<file path="config.mk">
export PLATFORM = sky130hd
export DESIGN_NAME = tone_note_queue_sequencer
export DESIGN_NICKNAME = d
export VERILOG_FILES = /design/src/rtl/tnq_pkg.sv /design/src/rtl/tnq_ctrl.sv /design/src/rtl/tnq_dpath.sv /design/src/rtl/tone_note_queue_sequencer.sv
export SDC_FILE = /design/constraint.sdc
export NUM_CORES = 1
export LEC_CHECK = 0
export ABC_AREA = 0
export BUFFER_PORTS_ARGS = -buffer_cell sky130_fd_sc_hd__buf_2
export CAP_MARGIN = 20
export CORE_AREA = 2 2 195 197
export CTS_BUF_LIST = sky130_fd_sc_hd__clkbuf_4
export DETAILED_ROUTE_END_ITERATION = 8
export DIE_AREA = 0 0 197 199
export GPL_TIMING_DRIVEN = 0
export RECOVER_POWER = 100
export SYNTH_ARGS = -nofsm -noshare
export SYNTH_HDL_FRONTEND = slang
export SYNTH_HIERARCHICAL = 1
export SYNTH_SLANG_ARGS = --single-unit
</file>
<file path="constraint.sdc">
create_clock -name i_clk -period 3.5 [get_ports i_clk]
set_input_delay 0.175 -clock i_clk [delete_from_list [all_inputs] [get_ports i_clk]]
set_output_delay 0.175 -clock i_clk [all_outputs]
set_load 0.02 [all_outputs]
</file>
<file path="src/rtl/tnq_pkg.sv">
// ----------------------------------------------------------------------------
// Tone note queue package
// Shared widths, codes, reset values and controller command type.
// ----------------------------------------------------------------------------
package tnq_pkg;

    // Default depth of the note queue.
    localparam int QUEUE_DEPTH_DEF = 9;

    // Fixed field widths.
    localparam int LEN_W    = 16;
    localparam int TONE_W   = 16;
    localparam int TIME_W   = 17;
    localparam int DEC_W    = 10;
    localparam int STAT_W   = 2;
    localparam int NOTES_W  = 4;
    localparam int S_DATA_W = 32;
    localparam int M_DATA_W = 24;

    // Reset value of the tick step register.
    localparam logic [DEC_W-1:0] TICK_DEC_RESET = 10'd10;

    // Item kinds carried in tuser.
    localparam logic CMD_ADD  = 1'b0;
    localparam logic CMD_TICK = 1'b1;

    // Add status codes.
    localparam logic [STAT_W-1:0] ST_ACCEPTED  = 2'd0;
    localparam logic [STAT_W-1:0] ST_FULL      = 2'd1;
    localparam logic [STAT_W-1:0] ST_QRY_IDLE  = 2'd2;
    localparam logic [STAT_W-1:0] ST_QRY_PLAY  = 2'd3;

    // Command from the controller to the datapath.
    typedef struct packed {
        logic step;      // apply the presented word and load the result register
    } t_ctrl_cmd;

endpackage

</file>
<file path="src/rtl/tnq_ctrl.sv">
// ----------------------------------------------------------------------------
// Tone note queue controller
// Handshake state machine that owns the result register's occupancy.
// ----------------------------------------------------------------------------
module tnq_ctrl (
    input  logic               i_clk,
    input  logic               i_rst_n,
    input  logic               i_s_tvalid,
    output logic               o_s_tready,
    output logic               o_m_tvalid,
    input  logic               i_m_tready,
    output tnq_pkg::t_ctrl_cmd o_cmd
);

    localparam logic S_IDLE = 1'b0;
    localparam logic S_HOLD = 1'b1;

    logic r_state;
    logic n_state;
    logic w_accept;

    // A new word may enter whenever the result register is empty or being emptied.
    assign o_s_tready = (r_state == S_IDLE) || i_m_tready;
    assign w_accept   = i_s_tvalid && o_s_tready;
    assign o_m_tvalid = (r_state == S_HOLD);
    assign o_cmd.step = w_accept;

    always_comb begin
        n_state = r_state;
        case (r_state)
            S_IDLE: begin
                if (w_accept) begin
                    n_state = S_HOLD;
                end
            end
            S_HOLD: begin
                if (w_accept) begin
                    n_state = S_HOLD;
                end else if (i_m_tready) begin
                    n_state = S_IDLE;
                end
            end
            default: begin
                n_state = S_IDLE;
            end
        endcase
    end

    always_ff @(posedge i_clk) begin
        if (!i_rst_n) begin
            r_state <= S_IDLE;
        end else begin
            r_state <= n_state;
        end
    end

    // A held result that is not taken must never be overwritten.
    a_hold_no_overwrite: assert property (@(posedge i_clk) disable iff (!i_rst_n)
        (r_state == S_HOLD && !i_m_tready) |-> !o_cmd.step)
        else $error("result overwritten while stalled");

endmodule

</file>
<file path="src/rtl/tnq_dpath.sv">
// ----------------------------------------------------------------------------
// Tone note queue datapath
// Shifting note queue, countdown, tick step register and result register.
// ----------------------------------------------------------------------------
module tnq_dpath #(
    parameter int QUEUE_DEPTH = tnq_pkg::QUEUE_DEPTH_DEF
) (
    input  logic                        i_clk,
    input  logic                        i_rst_n,
    input  tnq_pkg::t_ctrl_cmd          i_cmd,
    input  logic                        i_kind,
    input  logic [tnq_pkg::LEN_W-1:0]   i_len,
    input  logic [tnq_pkg::TONE_W-1:0]  i_tone,
    input  logic                        i_cfg_wr_en,
    input  logic [tnq_pkg::DEC_W-1:0]   i_cfg_wr_data,
    output logic [tnq_pkg::STAT_W-1:0]  o_add_status,
    output logic                        o_playing,
    output logic [tnq_pkg::TONE_W-1:0]  o_current_tone,
    output logic [tnq_pkg::NOTES_W-1:0] o_queued_notes
);

    localparam int CNT_W = $clog2(QUEUE_DEPTH + 1);
    localparam int IDX_W = (QUEUE_DEPTH > 1) ? $clog2(QUEUE_DEPTH) : 1;
    localparam logic [CNT_W-1:0] CNT_FULL = CNT_W'(QUEUE_DEPTH);

    logic [tnq_pkg::LEN_W-1:0]  r_len  [QUEUE_DEPTH];
    logic [tnq_pkg::TONE_W-1:0] r_tone [QUEUE_DEPTH];
    logic [CNT_W-1:0]           r_count;
    logic [CNT_W-1:0]           n_count;
    logic [tnq_pkg::TIME_W-1:0] r_time;
    logic [tnq_pkg::TIME_W-1:0] n_time;
    logic [tnq_pkg::DEC_W-1:0]  r_dec;

    logic [tnq_pkg::STAT_W-1:0] r_status;
    logic                       r_playing;
    logic [tnq_pkg::TONE_W-1:0] r_head_tone;
    logic [CNT_W-1:0]           r_notes;

    logic                       w_is_note;
    logic                       w_push;
    logic                       w_pop;
    logic                       w_empty;
    logic [tnq_pkg::LEN_W-1:0]  w_second_len;
    logic [tnq_pkg::TONE_W-1:0] w_second_tone;
    logic [tnq_pkg::TIME_W-1:0] w_dec_ext;
    logic [tnq_pkg::STAT_W-1:0] n_status;
    logic                       n_playing;
    logic [tnq_pkg::TONE_W-1:0] n_head_tone;

    assign w_empty   = (r_count == '0);
    assign w_is_note = (i_len != '0) && (i_tone != '0);
    assign w_dec_ext = tnq_pkg::TIME_W'(r_dec);

    // Entry behind the head, or zero where the queue holds a single slot.
    always_comb begin
        w_second_len  = '0;
        w_second_tone = '0;
        for (int i = 1; i < QUEUE_DEPTH; i++) begin
            if (i == 1) begin
                w_second_len  = r_len[i];
                w_second_tone = r_tone[i];
            end
        end
    end

    always_comb begin
        w_push      = 1'b0;
        w_pop       = 1'b0;
        n_count     = r_count;
        n_time      = r_time;
        n_status    = tnq_pkg::ST_ACCEPTED;
        n_playing   = 1'b0;
        n_head_tone = w_empty ? '0 : r_tone[0];
        if (i_kind == tnq_pkg::CMD_ADD) begin
            if (w_is_note) begin
                if (r_count != CNT_FULL) begin
                    w_push  = 1'b1;
                    n_count = r_count + 1'b1;
                    if (w_empty) begin
                        n_time      = tnq_pkg::TIME_W'(i_len);
                        n_head_tone = i_tone;
                    end
                end else begin
                    n_status = tnq_pkg::ST_FULL;
                end
            end else begin
                n_status = (r_time != '0) ? tnq_pkg::ST_QRY_PLAY : tnq_pkg::ST_QRY_IDLE;
            end
        end else if (!w_empty) begin
            n_playing = 1'b1;
            if (r_time <= w_dec_ext) begin
                // The head note has run out: the next one takes over the countdown.
                w_pop   = 1'b1;
                n_count = r_count - 1'b1;
                if (r_count > CNT_W'(1)) begin
                    n_time      = tnq_pkg::TIME_W'(w_second_len);
                    n_head_tone = w_second_tone;
                end else begin
                    n_time      = '0;
                    n_head_tone = '0;
                end
            end else begin
                n_time = r_time - w_dec_ext;
            end
        end
    end

    // Queue slots: written at the fill position, shifted towards the head on a pop.
    always_ff @(posedge i_clk) begin
        if (i_cmd.step && w_pop) begin
            for (int i = 0; i < QUEUE_DEPTH - 1; i++) begin
                r_len[i]  <= r_len[i+1];
                r_tone[i] <= r_tone[i+1];
            end
        end
        if (i_cmd.step && w_push) begin
            for (int i = 0; i < QUEUE_DEPTH; i++) begin
                if (r_count[IDX_W-1:0] == IDX_W'(i)) begin
                    r_len[i]  <= i_len;
                    r_tone[i] <= i_tone;
                end
            end
        end
    end

    always_ff @(posedge i_clk) begin
        if (!i_rst_n) begin
            r_count <= '0;
            r_time  <= '0;
            r_dec   <= tnq_pkg::TICK_DEC_RESET;
        end else begin
            if (i_cmd.step) begin
                r_count <= n_count;
                r_time  <= n_time;
            end
            if (i_cfg_wr_en) begin
                r_dec <= i_cfg_wr_data;
            end
        end
    end

    always_ff @(posedge i_clk) begin
        if (i_cmd.step) begin
            r_status    <= n_status;
            r_playing   <= n_playing;
            r_head_tone <= n_head_tone;
            r_notes     <= n_count;
        end
    end

    assign o_add_status   = r_status;
    assign o_playing      = r_playing;
    assign o_current_tone = r_head_tone;
    assign o_queued_notes = tnq_pkg::NOTES_W'(r_notes);

    a_count_bound: assert property (@(posedge i_clk) disable iff (!i_rst_n)
        r_count <= CNT_FULL)
        else $error("note count beyond queue depth");

    a_time_tracks_count: assert property (@(posedge i_clk) disable iff (!i_rst_n)
        (r_count != '0) == (r_time != '0))
        else $error("countdown out of step with queue occupancy");

    a_full_holds: assert property (@(posedge i_clk) disable iff (!i_rst_n)
        (i_cmd.step && i_kind == tnq_pkg::CMD_ADD && r_count == CNT_FULL)
        |=> (r_count == CNT_FULL))
        else $error("add on a full queue changed the count");

endmodule

</file>
<file path="src/rtl/tone_note_queue_sequencer.sv">
// ----------------------------------------------------------------------------
// Tone note queue sequencer
// Queue of notes (length, tone) with a countdown on the head note.
// ----------------------------------------------------------------------------
// The result word is valid in the cycle after the input word is taken.
// Throughput: one word per cycle; the result register frees in the same cycle
// that downstream takes it, so o_s_tready stays high while i_m_tready is high.
// Reset (synchronous, i_rst_n low): queue emptied, countdown cleared, result
// register empty and the tick step set to 10; no clearing pass is needed.
// ----------------------------------------------------------------------------
module tone_note_queue_sequencer #(
    parameter int QUEUE_DEPTH = tnq_pkg::QUEUE_DEPTH_DEF
) (
    input  logic                          i_clk,
    input  logic                          i_rst_n,
    // Input stream.
    input  logic                          i_s_tvalid,
    output logic                          o_s_tready,
    // [15:0] note_length, [31:16] note_tone
    input  logic [tnq_pkg::S_DATA_W-1:0]  i_s_tdata,
    // [0] cmd: 0 add or query, 1 tick
    input  logic                          i_s_tuser,
    // Result stream.
    output logic                          o_m_tvalid,
    input  logic                          i_m_tready,
    // [1:0] add_status, [2] playing, [18:3] current_tone, [22:19] queued_notes,
    // [23] zero
    output logic [tnq_pkg::M_DATA_W-1:0]  o_m_tdata,
    // Tick step register.
    input  logic                          i_cfg_wr_en,
    input  logic [tnq_pkg::DEC_W-1:0]     i_cfg_wr_data
);

    // The controller decides when a word is taken and when the result register
    // is occupied; the datapath holds all other state and computes the next
    // state and the result word in the cycle the word is taken.
    tnq_pkg::t_ctrl_cmd            w_cmd;
    logic [tnq_pkg::STAT_W-1:0]    w_add_status;
    logic                          w_playing;
    logic [tnq_pkg::TONE_W-1:0]    w_current_tone;
    logic [tnq_pkg::NOTES_W-1:0]   w_queued_notes;

    tnq_ctrl u_ctrl (
        .i_clk      (i_clk),
        .i_rst_n    (i_rst_n),
        .i_s_tvalid (i_s_tvalid),
        .o_s_tready (o_s_tready),
        .o_m_tvalid (o_m_tvalid),
        .i_m_tready (i_m_tready),
        .o_cmd      (w_cmd)
    );

    tnq_dpath #(
        .QUEUE_DEPTH (QUEUE_DEPTH)
    ) u_dpath (
        .i_clk          (i_clk),
        .i_rst_n        (i_rst_n),
        .i_cmd          (w_cmd),
        .i_kind         (i_s_tuser),
        .i_len          (i_s_tdata[15:0]),
        .i_tone         (i_s_tdata[31:16]),
        .i_cfg_wr_en    (i_cfg_wr_en),
        .i_cfg_wr_data  (i_cfg_wr_data),
        .o_add_status   (w_add_status),
        .o_playing      (w_playing),
        .o_current_tone (w_current_tone),
        .o_queued_notes (w_queued_notes)
    );

    // Fields packed from the lowest bit up, padded to whole bytes.
    assign o_m_tdata = {1'b0, w_queued_notes, w_current_tone, w_playing, w_add_status};

endmodule
</file>
==> impl_metrics.tcl <==
set metrics [dict create \
    worst-setup-path-type "in -> reg" \
    syn-num-nets 1084 \
    num-fill-cells 3328 \
    core_area_sq_um 37100 \
    cts_num_sinks 327 \
    dieWidth_microns 197 \
    place_hpwl_mm 20.7 \
    cpPeakStageDelay_ps 540 \
    p_per_area_nw_per_um2 537 \
    postRouteAntennaNets 0 \
    cp_top_family "simple AND/OR/NAND/NOR gates" \
    routed_wl_mm 28.8 \
    die_y_microns 199 \
    crit_top_cell "clkbuf_1" \
    utilization_pct 47.3 \
    clock.fmax_mhz 305 \
    cts_tree "yes" \
    dp_slack_ps -14.3 \
    synth_cell_types 73 \
    synth-compound-area-share_pct 6.82 \
    setup_tns_ps 0 \
    synth_warnings 6 \
    syn_avg_cell_area_sq_um 14.7 \
    total_power_mw 9.41 \
    stdcell_area_sq_um 17500 \
    cts-root-buf "clkbuf_4" \
    startpoint_type "input port" \
    multiInputGateArea_sq_um 5050 \
    synth_flop_cell "edfxtp_1" \
    grt_pass1_vias 9193 \
    yosys.area.top_type "edfxtp_1" \
    vias 8895 \
    drt-pass1-iter-count 5 \
    track_usage_pct 15.0 \
    post-place-cells 1573 \
    via_per_inst 5.04 \
    required_ps 3920 \
    grt_max_degree 33 \
    tightest_slew_ps 862 \
    clkTransAtPathRegs_ps 60 \
    hold_viol 0 \
    arrival_ps 3700 \
    io_pins 74 \
    yosys.area_share.simple_pct 6.35 \
    synth_top_family_by_area "multiplexers" \
    period_share_pct 93.6 \
    instances_no_fill 1766 \
    cp_slowest_cell "dlygate4sd3_1" \
    max_cap_violations 0 \
    drc 0 \
    period_minus_slack_ps 3280 \
    synthMuxAreaShare_pct 18.6 \
    fp.dieArea_sq_um 39200 \
    nets 1297 \
    ys_ff_latch 327 \
    synth.top_cell.area_share_pct 58.8 \
    hp-class "in -> reg" \
    setup_viol 0 \
    async_flop_share_pct 0 \
    slew_headroom_pct 42.6 \
    cts_buffers 86 \
    crit_buf_inv 5 \
    critPathMaxFanout 17 \
    holdWs_ps 130 \
    insertion_delay_ps 710 \
    start_util_pct 40.5 \
    grt_first_pass_wirelength_mm 47.0 \
    synth-edff-count 295 \
    antenna_found_initial 1 \
    ir_drop_mv 0.192 \
    clockBufferDepth 3 \
    skew_ps 48.9 \
    placed_area_sq_um 16200 \
    gp_congestion 0.836 \
    rows 71 \
    final_max_slew_viol_count 0 \
    seq_area_frac_synth_pct 63.1 \
    dr.first_iter.drc_count 639 \
    synth_area_leaders "edfxtp_1 (59%), mux2_2 (18%), dfxtp_1 (4.3%)" \
    syn_inst 1021 \
    area_growth_pct 16.6 \
    grt-ovfl-total 0 \
    layout-drive-gt1-share_pct 34.9 \
    synthXorXnorAreaFrac_pct 0.582 \
    h-tree-depth 3 \
    synthAdderAreaFrac_pct 1.30 \
    status "finished, final reports clean" \
    regArea_sq_um 9500 \
    wire_per_inst_microns 16.3 \
    worstSetupEndpointType "register" \
    power.leakage_nw 6.20 \
    setup_ws_ps 224 \
    port_buffers 71 \
    path_cells "dlygate4sd3_1, buf_2, clkbuf_1, nor4_1, nand4_1, nand2_1, nor2_1, nand3_1, clkbuf_1, nand2_2, buf_6" \
    postCtsSetupBuffers 0 \
    synth_area_sq_um 15100 \
    rsz0062_at_grt "false" \
]
[repair_timing]
action / CTS / global route
hold endpoints to repair: 127 / 0
hold buffers: 47 / 0
setup endpoints to repair: 118 / 224
resized for setup: 1 / 7
[Yosys cell counts (all sizes together), types with 4 or more instances]
library cell	count
edfxtp	295
mux2	240
buf	51
clkbuf	34
dfxtp	32
a21oi	30
nand2	30
o21ai	29
nor2	24
nand3	20
and3	19
inv	17
a22oi	16
o211ai	16
o22ai	16
nor4	15
ha	14
nor3	11
a31oi	10
mux2i	10
nor2b	8
nand4	7
or3	7
a21o	6
and2	5
o21a	5
xnor2	5
xor2	5
a21boi	4
a32o	4
nand2b	4
[worst min-delay path, cell delays in order]
cell and delay, ps:
buf_2 120, buf_1 280, nand2_1 130, o211ai_1 70
[worst paths after layout]
check	from	endpoint	slack (ps)	cells after the start
max	i_s_tdata[11]	u_dpath/r_len[0][68]$_DFFE_PP_	220	11
min	i_cfg_wr_en	u_dpath/r_dec[1]$_SDFFE_PN1P_	130	4
max reg2reg	u_dpath/r_time[8]$_SDFFE_PN0P_	u_dpath/r_len[0][121]$_DFFE_PP_	250	10
min reg2reg	u_dpath/r_len[0][67]$_DFFE_PP_	u_dpath/r_len[0][51]$_DFFE_PP_	510	1
[placed cells by master, fill, tap and decap left out, drive strengths merged, types with 6 or more instances in the layout]
cell type / Yosys / final
dfxtp: 32 / 32
inv: 17 / 20
nor2b: 8 / 8
o21ai: 29 / 29
nor2: 24 / 24
dlygate4sd3: 0 / 47
mux2: 240 / 240
a21o: 6 / 6
or3: 7 / 7
a21oi: 30 / 30
o211ai: 16 / 16
buf: 51 / 51
o22ai: 16 / 16
nand3: 20 / 20
nor4: 15 / 15
nand4: 7 / 7
clkinv: 0 / 14
edfxtp: 295 / 295
nand2: 30 / 30
a22oi: 16 / 16
and3: 19 / 19
clkbuf: 34 / 239
mux2i: 10 / 10
a31oi: 10 / 10
nor3: 11 / 11
ha: 14 / 14
[cells by family after synthesis]
logic type / after synthesis
DFF: 327
AOI/OAI and AO/OA: 153
xor gates and xnor gates: 10
muxes: 250
adders and majority gates: 15
other: 1
buffers and inverters: 102
and+or+nand+nor: 163
[area by class of cell]
type                            instances  area share (%)
Clock inverter                         18           0.556
Clock buffer                          127            5.43
Tap cell                              474            3.38
Antenna cell                            1          0.0143
Multi-Input combinational cell        592            28.8
Inverter                               17           0.364
Sequential cell                       327            54.1
Buffer                                 85            2.11
Timing Repair Buffer                  125            5.25
[report_power, final]
group	total (mW)	internal (mW)	switching (mW)
clock network	3.19	1.72	1.47
registers	4.64	4.55	0.0897
logic	1.58	0.623	0.957
total	9.41	6.90	2.52
[sequential cells by signal, indices dropped and copies added, names as in the netlist]
name,count
u_dpath/r_dec,10
u_dpath/r_tone,144
u_dpath/o_add_status,2
u_dpath/o_current_tone,16
u_dpath/o_queued_notes,4
u_ctrl/o_m_tvalid,1
u_dpath/r_time,17
u_dpath/r_count,4
u_dpath/r_len,128
u_dpath/o_playing,1
[routing by layer]
| metal | track usage [%] | share of wire [%] | routed length [microns] |
|---|---|---|---|
| met5 | 0 | 0 | 0 |
| met4 | 6.24 | 2.2 | 632 |
| met3 | 3.63 | 4.8 | 1380 |
| met2 | 23.2 | 45 | 12900 |
| met1 | 20.2 | 48 | 13900 |
Power figures use the tool's default switching activity.
